<file path="src/hw/rtl/cdu_pkg.sv">
// Shared constants, control types and month tables for the calendar date unit.
package cdu_pkg;

  localparam int DAY_W   = 5;
  localparam int MONTH_W = 4;
  localparam int YEAR_W  = 14;
  localparam int COUNT_W = 23;
  localparam int DAYNUM_W = 22;
  localparam int ZSUM_W  = 11;
  localparam int ZOD_W   = 4;
  localparam int WDAY_W  = 3;
  localparam int MKT_W   = 3;

  localparam int IN_DATA_W  = 48;
  localparam int OUT_DATA_W = 64;

  localparam logic [YEAR_W-1:0] YEAR_LIMIT = 14'd9999;

  // x / 100 == (x * INV100) >> INV100_SHIFT for x below 2^15
  localparam int INV100_W     = 13;
  localparam logic [INV100_W-1:0] INV100 = 13'd5243;
  localparam int INV100_SHIFT = 19;
  localparam int QUOT_W       = 8;

  localparam logic [MONTH_W-1:0] MONTH_JAN = 4'd1;
  localparam logic [MONTH_W-1:0] MONTH_FEB = 4'd2;
  localparam logic [MONTH_W-1:0] MONTH_DEC = 4'd12;

  typedef struct packed {
    logic adv_a;  // load first register stage
    logic adv_b;  // load second register stage
  } pipe_ctl_t;

  // Days in all months before the given one; months 13..15 count 31 days.
  function automatic logic [8:0] days_before_month(input logic [MONTH_W-1:0] m);
    logic [8:0] r;
    unique case (m)
      4'd0:    r = 9'd0;
      4'd1:    r = 9'd0;
      4'd2:    r = 9'd31;
      4'd3:    r = 9'd59;
      4'd4:    r = 9'd90;
      4'd5:    r = 9'd120;
      4'd6:    r = 9'd151;
      4'd7:    r = 9'd181;
      4'd8:    r = 9'd212;
      4'd9:    r = 9'd243;
      4'd10:   r = 9'd273;
      4'd11:   r = 9'd304;
      4'd12:   r = 9'd334;
      4'd13:   r = 9'd365;
      4'd14:   r = 9'd396;
      default: r = 9'd427;
    endcase
    return r;
  endfunction

  function automatic logic [DAY_W-1:0] month_length(input logic [MONTH_W-1:0] m,
                                                     input logic leap);
    logic [DAY_W-1:0] r;
    unique case (m)
      4'd2:                     r = leap ? 5'd29 : 5'd28;
      4'd4, 4'd6, 4'd9, 4'd11:  r = 5'd30;
      default:                  r = 5'd31;
    endcase
    return r;
  endfunction

  // First day of the later sign within each month.
  function automatic logic [DAY_W-1:0] zodiac_start(input logic [MONTH_W-1:0] m);
    logic [DAY_W-1:0] r;
    unique case (m)
      4'd1:    r = 5'd20;
      4'd2:    r = 5'd19;
      4'd3:    r = 5'd21;
      4'd4:    r = 5'd20;
      4'd5:    r = 5'd21;
      4'd6:    r = 5'd21;
      4'd7:    r = 5'd23;
      4'd8:    r = 5'd23;
      4'd9:    r = 5'd23;
      4'd10:   r = 5'd23;
      4'd11:   r = 5'd22;
      4'd12:   r = 5'd22;
      default: r = 5'd0;
    endcase
    return r;
  endfunction

  // floor(13 * (mm + 1) / 5), January and February as months 13 and 14
  function automatic logic [5:0] zeller_month_term(input logic [MONTH_W-1:0] m);
    logic [5:0] r;
    unique case (m)
      4'd1:    r = 6'd36;
      4'd2:    r = 6'd39;
      4'd3:    r = 6'd10;
      4'd4:    r = 6'd13;
      4'd5:    r = 6'd15;
      4'd6:    r = 6'd18;
      4'd7:    r = 6'd20;
      4'd8:    r = 6'd23;
      4'd9:    r = 6'd26;
      4'd10:   r = 6'd28;
      4'd11:   r = 6'd31;
      4'd12:   r = 6'd33;
      default: r = 6'd0;
    endcase
    return r;
  endfunction

endpackage

</file>
<file path="src/hw/rtl/cdu_day_count.sv">
// Two-stage day number and validity datapath for one date.
module cdu_day_count (
  input  logic                          clk,
  input  cdu_pkg::pipe_ctl_t            ctl,
  input  logic [cdu_pkg::DAY_W-1:0]     day,
  input  logic [cdu_pkg::MONTH_W-1:0]   month,
  input  logic [cdu_pkg::YEAR_W-1:0]    year,
  output logic [cdu_pkg::COUNT_W-1:0]   count_r,
  output logic                          valid_r
);

  localparam int PROD_W = cdu_pkg::YEAR_W + cdu_pkg::INV100_W;

  // stage A
  logic [cdu_pkg::DAY_W-1:0]   day_r;
  logic [cdu_pkg::MONTH_W-1:0] month_r;
  logic [cdu_pkg::YEAR_W-1:0]  year_r;
  logic [cdu_pkg::YEAR_W-1:0]  prev_r, prev_nxt;
  logic [PROD_W-1:0]           prod_prev_r, prod_prev_nxt;
  logic [PROD_W-1:0]           prod_year_r, prod_year_nxt;

  always_comb begin
    prev_nxt      = (year == '0) ? '0 : year - 1'b1;
    prod_prev_nxt = PROD_W'(prev_nxt) * PROD_W'(cdu_pkg::INV100);
    prod_year_nxt = PROD_W'(year) * PROD_W'(cdu_pkg::INV100);
  end

  always_ff @(posedge clk) begin
    if (ctl.adv_a) begin
      day_r       <= day;
      month_r     <= month;
      year_r      <= year;
      prev_r      <= prev_nxt;
      prod_prev_r <= prod_prev_nxt;
      prod_year_r <= prod_year_nxt;
    end
  end

  // stage B
  logic [cdu_pkg::QUOT_W-1:0]  q_prev, q_year;
  logic [cdu_pkg::YEAR_W-1:0]  rem_year;
  logic                        leap;
  logic [cdu_pkg::COUNT_W-1:0] count_nxt;
  logic                        valid_nxt;

  always_comb begin
    q_prev   = prod_prev_r[cdu_pkg::INV100_SHIFT +: cdu_pkg::QUOT_W];
    q_year   = prod_year_r[cdu_pkg::INV100_SHIFT +: cdu_pkg::QUOT_W];
    rem_year = year_r - cdu_pkg::YEAR_W'(q_year) * cdu_pkg::YEAR_W'(100);
    leap     = ((year_r[1:0] == 2'b00) && (rem_year != '0)) ||
               ((rem_year == '0) && (q_year[1:0] == 2'b00));
    count_nxt = cdu_pkg::COUNT_W'(prev_r) * cdu_pkg::COUNT_W'(365)
              + cdu_pkg::COUNT_W'(prev_r >> 2)
              - cdu_pkg::COUNT_W'(q_prev)
              + cdu_pkg::COUNT_W'(q_prev >> 2)
              + cdu_pkg::COUNT_W'(cdu_pkg::days_before_month(month_r))
              + cdu_pkg::COUNT_W'(day_r)
              + cdu_pkg::COUNT_W'(leap && (month_r > cdu_pkg::MONTH_FEB));
    valid_nxt = (month_r >= cdu_pkg::MONTH_JAN) && (month_r <= cdu_pkg::MONTH_DEC) &&
                (day_r != '0) && (day_r <= cdu_pkg::month_length(month_r, leap)) &&
                (year_r <= cdu_pkg::YEAR_LIMIT);
  end

  always_ff @(posedge clk) begin
    if (ctl.adv_b) begin
      count_r <= count_nxt;
      valid_r <= valid_nxt;
    end
  end

endmodule

</file>
<file path="src/hw/rtl/cdu_weekday.sv">
// Two-stage Zeller sum and zodiac sign datapath for the first date.
module cdu_weekday (
  input  logic                          clk,
  input  cdu_pkg::pipe_ctl_t            ctl,
  input  logic [cdu_pkg::DAY_W-1:0]     day,
  input  logic [cdu_pkg::MONTH_W-1:0]   month,
  input  logic [cdu_pkg::YEAR_W-1:0]    year,
  output logic [cdu_pkg::ZSUM_W-1:0]    zsum_r,
  output logic [cdu_pkg::ZOD_W-1:0]     zodiac_r
);

  localparam int YY_W   = cdu_pkg::YEAR_W + 1;
  localparam int PROD_W = YY_W + cdu_pkg::INV100_W;

  // stage A: shift by 400 years, January and February belong to the prior year
  logic [cdu_pkg::DAY_W-1:0]   day_r;
  logic [cdu_pkg::MONTH_W-1:0] month_r;
  logic [YY_W-1:0]             yy_r, yy_nxt;
  logic [PROD_W-1:0]           prod_r, prod_nxt;

  always_comb begin
    yy_nxt   = YY_W'(year) + YY_W'(400) - YY_W'(month < 4'd3);
    prod_nxt = PROD_W'(yy_nxt) * PROD_W'(cdu_pkg::INV100);
  end

  always_ff @(posedge clk) begin
    if (ctl.adv_a) begin
      day_r   <= day;
      month_r <= month;
      yy_r    <= yy_nxt;
      prod_r  <= prod_nxt;
    end
  end

  // stage B
  logic [cdu_pkg::QUOT_W-1:0] cent;
  logic [6:0]                 yoc;
  logic                       month_ok;
  logic [cdu_pkg::ZSUM_W-1:0] zsum_nxt;
  logic [cdu_pkg::ZOD_W-1:0]  zodiac_nxt;

  always_comb begin
    cent     = prod_r[cdu_pkg::INV100_SHIFT +: cdu_pkg::QUOT_W];
    yoc      = 7'(yy_r - YY_W'(cent) * YY_W'(100));
    month_ok = (month_r >= cdu_pkg::MONTH_JAN) && (month_r <= cdu_pkg::MONTH_DEC);
    zsum_nxt = cdu_pkg::ZSUM_W'(day_r)
             + cdu_pkg::ZSUM_W'(cdu_pkg::zeller_month_term(month_r))
             + cdu_pkg::ZSUM_W'(yoc)
             + cdu_pkg::ZSUM_W'(yoc >> 2)
             + cdu_pkg::ZSUM_W'(cent >> 2)
             + cdu_pkg::ZSUM_W'(cent) * cdu_pkg::ZSUM_W'(5);
    if (day_r < cdu_pkg::zodiac_start(month_r)) begin
      zodiac_nxt = month_r - 1'b1;
    end else if (month_r == cdu_pkg::MONTH_DEC) begin
      zodiac_nxt = '0;
    end else begin
      zodiac_nxt = month_r;
    end
    // zero both for a month outside the calendar
    if (!month_ok) begin
      zsum_nxt   = '0;
      zodiac_nxt = '0;
    end
  end

  always_ff @(posedge clk) begin
    if (ctl.adv_b) begin
      zsum_r   <= zsum_nxt;
      zodiac_r <= zodiac_nxt;
    end
  end

endmodule

</file>
<file path="src/hw/rtl/calendar_date_unit.sv">
// Calendar date unit: three-stage pipeline from a date pair to weekday, sign and day numbers.
//
// Usage: present a date pair as one word on the in_ channel; one result word
// comes back on the out_ channel for each accepted word, in order.
// Stage 1 forms the year offsets and the divide-by-100 products, stage 2 builds
// the day counts, leap and validity flags and the Zeller sum, stage 3 reduces
// mod 5 and mod 7, saturates the day numbers and subtracts them.
// An accepted word passes the stage 1, stage 2 and out_ registers, in that order, before out_tvalid shows it.
// Throughput: one word per cycle while out_tready stays high; the
// out_ register is the last stage, and a waiting result blocks input once all stages are full.
// Each stage loads whenever it is empty or the stage after it moves.
// Stall: with out_tready low the pipeline fills up to three words, then
// in_tready drops; nothing is lost or repeated.
// Reset (rst_n low, synchronous) empties all stages; payload is not cleared.
module calendar_date_unit (
  input  logic                             clk,
  input  logic                             rst_n,
  input  logic                             in_tvalid,
  output logic                             in_tready,
  // [4:0] first_day, [8:5] first_month, [22:9] first_year,
  // [27:23] second_day, [31:28] second_month, [45:32] second_year, [47:46] zero
  input  logic [cdu_pkg::IN_DATA_W-1:0]    in_tdata,
  output logic                             out_tvalid,
  input  logic                             out_tready,
  // [0] first_valid, [1] second_valid, [4:2] weekday, [8:5] zodiac_sign,
  // [11:9] market_day, [33:12] day_number, [56:34] day_difference, [63:57] zero
  output logic [cdu_pkg::OUT_DATA_W-1:0]   out_tdata
);

  localparam int W = cdu_pkg::COUNT_W;

  logic v1_r, v2_r, v3_r;
  logic adv1, adv2, adv3;
  cdu_pkg::pipe_ctl_t ctl;

  always_comb begin
    adv3       = !v3_r || out_tready;
    adv2       = !v2_r || adv3;
    adv1       = !v1_r || adv2;
    in_tready  = adv1;
    ctl.adv_a  = adv1;
    ctl.adv_b  = adv2;
    out_tvalid = v3_r;
  end

  always_ff @(posedge clk) begin
    if (!rst_n) begin
      v1_r <= 1'b0;
      v2_r <= 1'b0;
      v3_r <= 1'b0;
    end else begin
      if (adv1) v1_r <= in_tvalid;
      if (adv2) v2_r <= v1_r;
      if (adv3) v3_r <= v2_r;
    end
  end

  logic [cdu_pkg::DAY_W-1:0]   d1, d2;
  logic [cdu_pkg::MONTH_W-1:0] m1, m2;
  logic [cdu_pkg::YEAR_W-1:0]  y1, y2;

  assign d1 = in_tdata[4:0];
  assign m1 = in_tdata[8:5];
  assign y1 = in_tdata[22:9];
  assign d2 = in_tdata[27:23];
  assign m2 = in_tdata[31:28];
  assign y2 = in_tdata[45:32];

  logic [W-1:0]                n1_r, n2_r;
  logic                        val1_r, val2_r;
  logic [cdu_pkg::ZSUM_W-1:0]  zsum_r;
  logic [cdu_pkg::ZOD_W-1:0]   zod_r;

  cdu_day_count u_count1 (
    .clk(clk), .ctl(ctl), .day(d1), .month(m1), .year(y1),
    .count_r(n1_r), .valid_r(val1_r)
  );

  cdu_day_count u_count2 (
    .clk(clk), .ctl(ctl), .day(d2), .month(m2), .year(y2),
    .count_r(n2_r), .valid_r(val2_r)
  );

  cdu_weekday u_wday (
    .clk(clk), .ctl(ctl), .day(d1), .month(m1), .year(y1),
    .zsum_r(zsum_r), .zodiac_r(zod_r)
  );

  // stage 3: digit-sum reductions (16 = 1 mod 5, 8 = 1 mod 7)
  logic [6:0]                   m5_a;
  logic [4:0]                   m5_b;
  logic [cdu_pkg::MKT_W-1:0]    mkt_nxt;
  logic [4:0]                   m7_a;
  logic [3:0]                   m7_b;
  logic [cdu_pkg::WDAY_W-1:0]   wday_nxt;
  logic [cdu_pkg::DAYNUM_W-1:0] s1, s2;
  logic [W-1:0]                 diff_nxt;

  always_comb begin
    m5_a = 7'(n1_r[3:0]) + 7'(n1_r[7:4]) + 7'(n1_r[11:8]) + 7'(n1_r[15:12])
         + 7'(n1_r[19:16]) + 7'(n1_r[22:20]);
    m5_b = 5'(m5_a[3:0]) + 5'(m5_a[6:4]);
    if (m5_b >= 5'd20)      mkt_nxt = 3'(m5_b - 5'd20);
    else if (m5_b >= 5'd15) mkt_nxt = 3'(m5_b - 5'd15);
    else if (m5_b >= 5'd10) mkt_nxt = 3'(m5_b - 5'd10);
    else if (m5_b >= 5'd5)  mkt_nxt = 3'(m5_b - 5'd5);
    else                    mkt_nxt = 3'(m5_b);

    m7_a = 5'(zsum_r[2:0]) + 5'(zsum_r[5:3]) + 5'(zsum_r[8:6]) + 5'(zsum_r[10:9]);
    m7_b = 4'(m7_a[2:0]) + 4'(m7_a[4:3]);
    wday_nxt = (m7_b >= 4'd7) ? 3'(m7_b - 4'd7) : 3'(m7_b);

    // hold day numbers at the top of their range
    s1 = n1_r[W-1] ? '1 : n1_r[cdu_pkg::DAYNUM_W-1:0];
    s2 = n2_r[W-1] ? '1 : n2_r[cdu_pkg::DAYNUM_W-1:0];
    diff_nxt = {1'b0, s2} - {1'b0, s1};
  end

  logic [cdu_pkg::OUT_DATA_W-1:0] out_r;

  always_ff @(posedge clk) begin
    if (adv3) begin
      out_r <= {7'd0, diff_nxt, s1, mkt_nxt, zod_r, wday_nxt, val2_r, val1_r};
    end
  end

  assign out_tdata = out_r;

endmodule
</file>
<file path="config.mk">
export PLATFORM = sky130hd
export DESIGN_NAME = calendar_date_unit
export DESIGN_NICKNAME = d
export VERILOG_FILES = /design/src/hw/rtl/cdu_pkg.sv /design/src/hw/rtl/cdu_day_count.sv /design/src/hw/rtl/cdu_weekday.sv /design/src/hw/rtl/calendar_date_unit.sv
export SDC_FILE = /design/constraint.sdc
export NUM_CORES = 2
export LEC_CHECK = 0
export ABC_AREA = 0
export BUFFER_PORTS_ARGS = -buffer_cell sky130_fd_sc_hd__buf_2
export CAP_MARGIN = 15
export CORE_MARGIN = 3
export CORE_UTILIZATION = 53
export DETAILED_ROUTE_END_ITERATION = 10
export PLACE_DENSITY = 0.76
export SYNTH_ARGS = -nofsm -noshare
export SYNTH_HDL_FRONTEND = slang
export SYNTH_HIERARCHICAL = 1
export SYNTH_SLANG_ARGS = --single-unit
</file>
<file path="constraint.sdc">
create_clock -name clk -period 23.2 [get_ports clk]
set_clock_uncertainty 0.2 [all_clocks]
set_input_delay 3.48 -clock clk [delete_from_list [all_inputs] [get_ports clk]]
set_output_delay 3.48 -clock clk [all_outputs]
set_load 0.005 [all_outputs]
</file>
== Word level (Yosys, flattened, before mapping) ==
Memories as Yosys holds them, arrays and structs flattened. A register that Yosys moved wholly into a read port is not among the register bits.
Cells that the tools add are included.
Storage, ports and cells
  register bits after elaboration: 339
  latch bits: 0
  memory bits (writable): 0
  ROM bits: 448
  input port bits: 52
  output and inout port bits: 66
  word-level logic and storage cells: 163
  memories kept: 4
Operators by class
  $add $sub $neg: 41
  multiply operators: 11
  div/mod/pow operators: 0
  $lt $le $gt $ge: 17
  equality and inequality tests: 11
  shift-type cells: 0
  muxes and demuxes: 19
  bitwise operators: 0
  reduce and logical (&&, ||, !) cells: 36
Memories
  (name not given): depth 16, bits a word 9, rd ports 1, clocked after memory_dff 1, write ports 0, line cdu_pkg.sv:37  | unique case (m)
  (name not given): depth 16, bits a word 9, rd ports 1, clocked after memory_dff 1, write ports 0, line cdu_pkg.sv:37
  (name not given): depth 16, bits a word 6, rd ports 1, clocked after memory_dff 1, write ports 0, line cdu_pkg.sv:93  | unique case (m)
  (name not given): depth 16, bits a word 4, rd ports 1, clocked after memory_dff 1, write ports 0, line cdu_pkg.sv:72  | unique case (m)
Operator list (count)
  14-bit by 13-bit multiplier with 27-bit output, second input constant: 4
  14-bit zero test: 4
  23-bit by 1-bit adder with 23-bit output: 2
  23-bit by 12-bit adder with 23-bit output: 2
  23-bit by 5-bit adder with 23-bit output: 2
  23-bit by 6-bit adder with 23-bit output: 2
  23-bit by 9-bit adder with 23-bit output: 2
  14-bit by 9-bit multiplier with 23-bit output, second input constant: 2
  23-bit by 8-bit subtractor with 23-bit output: 2
  22-bit two-way mux: 2
  14-bit <= comparator, second input constant: 2
  14-bit two-way mux: 2
  14-bit nonzero test: 2
  14-bit by 1-bit subtractor with 14-bit output, second input constant: 2
  14-bit subtractor: 2
  15-bit by 13-bit multiplier with 27-bit output, second input constant: 1
  8-bit by 5-bit multiplier with 12-bit output, second input constant: 2
  4-bit two-way mux: 6
  22-bit by 22-bit subtractor with 23-bit output: 1
  4-bit equality test, second input constant: 5
  5-bit case mux with 2 select lines: 2
  4-bit by 3-bit equality test with 1-bit output, second input constant: 4
  14-bit by 9-bit adder with 15-bit output, second input constant: 1
  3-bit two-way mux: 5
  other kinds (39): 74

== Logic depth before layout (Yosys ltp) ==
  word-level depth: 11
  mapped depth: 32

== Hierarchy ==
Netlist, hierarchy kept.
Modules (own cells, without submodules)
  cdu_day_count (u_count2): instances 1, cells each 1421, area each 15308.4 µm², sequential area each 2492.4 µm²
  cdu_day_count (u_count1): instances 1, cells each 1407, area each 15299.7 µm², sequential area each 2492.4 µm²
  cdu_weekday: instances 1, cells each 757, area each 7574.8 µm², sequential area each 1371.3 µm²
  calendar_date_unit: instances 1, cells each 468, area each 4750.8 µm², sequential area each 1771.7 µm²

== Worst setup path before layout ==
Ideal clock, no wire load.
  path type: input to output
  start: in out_tready
  end: out in_tready
  data arrival time: 6.725 ns
  slack: 12.795 ns
  stages on the path: 2
  cell sequence: nor2b_1 -> nand3_1
Between the ends
  longest elaborated chain between the ends: 3
Ends and longest elaborated chain
  from (decl): line calendar_date_unit.sv:24  | input logic out_tready,
  1-bit logical OR: line calendar_date_unit.sv:37  | adv3 = !v3_r || out_tready;
  1-bit logical OR: line calendar_date_unit.sv:38  | adv2 = !v2_r || adv3;
  1-bit logical OR: line calendar_date_unit.sv:39  | adv1 = !v1_r || adv2;
  to (decl): line calendar_date_unit.sv:19  | output logic in_tready,
No other way between the ends.

== Worst setup path after layout ==
  start: in in_tdata[7] in the netlist's numbering
  end: reg u_wday.prod_r[26] (data pin)
Between the ends
  longest elaborated chain between the ends: 3
Ends and longest elaborated chain
  from (decl): line calendar_date_unit.sv:22  | input logic [cdu_pkg::IN_DATA_W-1:0] in_tdata,
  4-bit by 2-bit less-than comparator with 1-bit output: line cdu_weekday.sv:22  | yy_nxt = YY_W'(year) + YY_W'(400) - YY_W'(month < 4'd3);
  15-bit by 1-bit subtractor with 15-bit output: line cdu_weekday.sv:22
  15-bit by 13-bit multiplier with 27-bit output: line cdu_weekday.sv:23  | prod_nxt = PROD_W'(yy_nxt) * PROD_W'(cdu_pkg::INV100);
  via u_wday.prod_nxt[26]: line cdu_weekday.sv:19  | logic [PROD_W-1:0] prod_r, prod_nxt;
  to (signal assigned): line cdu_weekday.sv:31  | prod_r <= prod_nxt;
  to (decl): line cdu_weekday.sv:19
The timed path passes the listed nets, and every way through them passes these cells.
A chain may end at the register's enable or synchronous reset.

==> flow_summary.ini <==
[run_status]
status = completed

[clocking]
hold_buffers = 0
root_buffer = clkbuf_16
clock_sinks = 281
clk_pin_slew_ns = 0.06
ctsResizeCount = 0
clockBufferDepth = 3
insertion_delay_ns = 0.57
cts_buffers = 34
cts_tree = built
post_cts_buffers = 0
cts.htree.levels = 2

[place]
portBuffers = 108
gp_congestion = 0.920
post-dp-hpwl_um = 71100

[final_layout]
fill_cells = 6536
final_nets = 5729
drive_above_1_share_pct = 6.84
final-seq-area_um2 = 8130
syn_to_final_growth_pct = 6.99
multi_input_area_um2 = 30800

[critical_path]
slowest_delay_ns = 0.54
setup.worst_path.end_class = register
worst_ep_arrival_time_ns = 10.31
worstSetupPathType = input pin to register
ff2ff_path_depth = 29
rr_startpoint = u_count2/prod_year_r[21]$_DFFE_PP_
cp_max_fo = 7
slowest_stage = fa_1
crit_required_ns = 23.26
cp-start-kind = input pin
timing.rr.end = u_count2/count_r[21]$_DFFE_PP_
rrSetupSlack_ns = 15.59

[synth]
synth_seq_cells = 281
async_reset_ff_share_pct = 0
synth-main-ff-cell = edfxtp_1
synth_area_um2 = 42900
yosysSeqAreaShare_pct = 18.9
synth-edff-count = 250
ys_types = 108
ys.warnings.count = 6
syn_area_per_cell_um2 = 10.6
netlist_instances = 4053

[timing]
post-route-period-util_pct = 44.2
min_period_ns = 10.26
final_max_slew_viol_count = 0
worstMarginPinSlew_ns = 0.973
setup_viol = 0
final_hold_viol_count = 0
max-slew-margin-rel_pct = 34.7
tns_ns = 0
rsz0062_at_grt = no
timing.fmax_mhz = 97.5

[floorplanning]
row_count = 103
core_area_um2 = 79600
pin_count = 118
initial_core_util_pct = 53.9
die_h_um = 291
chipWidth_um = 291
die-area_um2 = 84500

[hold_path]
worstHoldEndpoint = out_tdata[6]$_DFFE_PP_
min_from = u_wday/zodiac_r[1]$_SDFFCE_PN0P_
hp-class = register to register
hold_path_depth = 0

[job]
drv_cap = 0

[drt]
routedWlPerCell_um = 15.8
postRouteAntennaNets = 0
vias = 27400
dr.first_iter.drc_count = 1220
drc = 0
avgViaCountPerCell = 5.21
drtPass1Iterations = 5
drt_wl_total_um = 83200

[global_routing]
grt_overflow = 0
grt_pass1_vias = 29300
grt_pass1_wl_um = 142000
grt_max_degree = 71
antenna_found_initial = 3
gr-usage-all-layers_pct = 20.2
-- cells in the final DEF (no fill, tap or decap), types with 7 or more instances in the layout --
master,synthesis,routed
a211oi_1,22,22
a21boi_0,8,8
a21o_1,56,56
a21oi_1,134,134
a31oi_1,12,12
and3_1,16,16
and4_1,9,9
buf_2,3,108
buf_4,8,7
clkbuf_16,0,35
conb_1,1,7
dfxtp_1,31,31
edfxtp_1,250,250
fa_1,561,561
ha_1,933,933
inv_1,1042,1041
mux2_2,8,8
mux2i_1,14,14
nand2_1,97,96
nand2b_1,14,14
nand3_1,37,36
nand4_1,17,17
nor2_1,138,138
nor2b_1,26,26
nor3_1,46,46
nor4_1,8,8
o211ai_1,11,11
o21a_1,26,26
o21ai_0,74,74
o21ai_1,13,13
o21bai_1,16,16
o22ai_1,7,7
or2_1,11,11
or2_2,63,63
or3_1,10,10
xnor2_1,138,138
xor2_1,49,49
-- cells by family (layout without fill, tap and decap cells) --
| logic type | after synthesis | in the layout | share of synthesized area, % |
|---|---|---|---|
| AOI/OAI and AO/OA | 475 | 475 | 7.58 |
| and+or+nand+nor | 518 | 518 | 6.12 |
| other | 1 | 11 | 0.00873 |
| adders and majority gates | 1494 | 1494 | 53.3 |
| muxes | 25 | 25 | 0.667 |
| DFF | 281 | 281 | 18.9 |
| xor gates and xnor gates | 188 | 188 | 3.85 |
| buffers and inverters | 1071 | 1221 | 9.49 |
-- per-stage QoR --
stage | worst slack, ns | util, % | hold slack, ns | instance area [um2] | instances
final | 12.94 | 57.7 | 0.207 | 45900 | 5263
after global routing | 12.56 | 57.7 | 0.223 | 45900 | 5260
after CTS | 12.99 | 57.7 | 0.208 | 45900 | 5258
after detailed placement | 12.41 | 56.2 | 0.205 | 44700 | 5196
after global placement | 12.45 | 56.2 | 0.201 | 44700 | 5196
after floorplan | 12.79 | - | 0.200 | 43000 | 4059
-- per-layer routing --
metal / track usage [%] / up-vias / wire [um]
li1: - / 13400 / -
met1: 26.7 / 13500 / 37700
met2: 35.5 / 422 / 40800
met3: 2.46 / 112 / 2820
met4: 4.91 / 0 / 1920
met5: 0 / - / 0
-- cell usage after synthesis, types with 5 or more instances --
library cell  number  area (um2)
a211o_1            6        52.6
a211oi_1          22         165
a21boi_0           8        60.1
a21o_1            56         420
a21oi_1          134         671
a31oi_1           12        75.1
and3_1            16         100
and4_1             9        78.8
buf_4              8        60.1
clkbuf_1          15        56.3
dfxtp_1           31         621
edfxtp_1         250        7510
fa_1             561       11200
ha_1             933       11700
inv_1           1042        3910
mux2_2             8        90.1
mux2i_1           14         140
nand2_1           97         364
nand2b_1          14        87.6
nand3_1           37         185
nand3b_1           5        37.5
nand4_1           17         106
nor2_1           138         518
nor2b_1           26         163
nor3_1            46         230
nor4_1             8        50.1
o211ai_1          11        82.6
o21a_1            26         195
o21ai_0           74         370
o21ai_1           13        65.1
o21bai_1          16         120
o22ai_1            7        43.8
o31a_1             6        52.6
o31ai_1            5        37.5
or2_1             11        68.8
or2_2             63         394
or3_1             10        62.6
xnor2_1          138        1210
xor2_1            49         429
-- final cells by class --
type                       instances  area share, %
timing repair buffer             115           1.29
antenna                            4         0.0218
tap                             1050           2.86
clock inverter                    19          0.575
clock buffer                      43           2.02
inverter                        1044           8.56
sequential                       281           17.7
multi-input combinational       2707           67.0
-- worst max-delay path: cells and delay by family --
kind | cells | cell delay (ns)
buffers and inverters | 6 | 0.43
AND/OR/NAND/NOR | 2 | 0.49
adder cells (fa/ha/maj) | 9 | 3.47
AO/OA/AOI/OAI | 10 | 2.05
XOR/XNOR | 2 | 0.40
-- worst max path at each step --
stage	startpoint	to	slack, ns	depth (start not counted)
after floorplan	out_tready	in_tready	12.79	2
after global placement	in_tdata[6]	u_wday/prod_r[26]$_DFFE_PP_	12.45	29
after detailed placement	in_tdata[6]	u_wday/prod_r[26]$_DFFE_PP_	12.41	29
after CTS	in_tdata[6]	u_wday/prod_r[26]$_DFFE_PP_	12.99	29
after global routing	in_tdata[34]	u_count2/prod_prev_r[26]$_DFFE_PP_	12.56	29
final	in_tdata[7]	u_wday/prod_r[26]$_DFFE_PP_	12.94	29
-- flip-flops by register name (all words and copies together) (netlist names), 4 cells and up, named ones only --
register,cells
u_count1/prev_r,14
u_count1/count_r,23
u_count2/prod_prev_r,8
out_tdata,57
u_wday/month_r,4
u_wday/zsum_r,11
u_count2/year_r,14
u_wday/prod_r,8
u_wday/zodiac_r,4
u_wday/day_r,5
u_count2/prev_r,14
u_count2/prod_year_r,8
u_count1/month_r,4
u_count1/prod_year_r,8
u_count2/day_r,5
u_count1/day_r,5
u_count2/month_r,4
u_count2/count_r,23
u_count1/year_r,14
u_count1/prod_prev_r,8
u_wday/yy_r,7
Power is not shown: default switching activity piles up to over one toggle a cycle in this logic, so the estimate is an artifact.
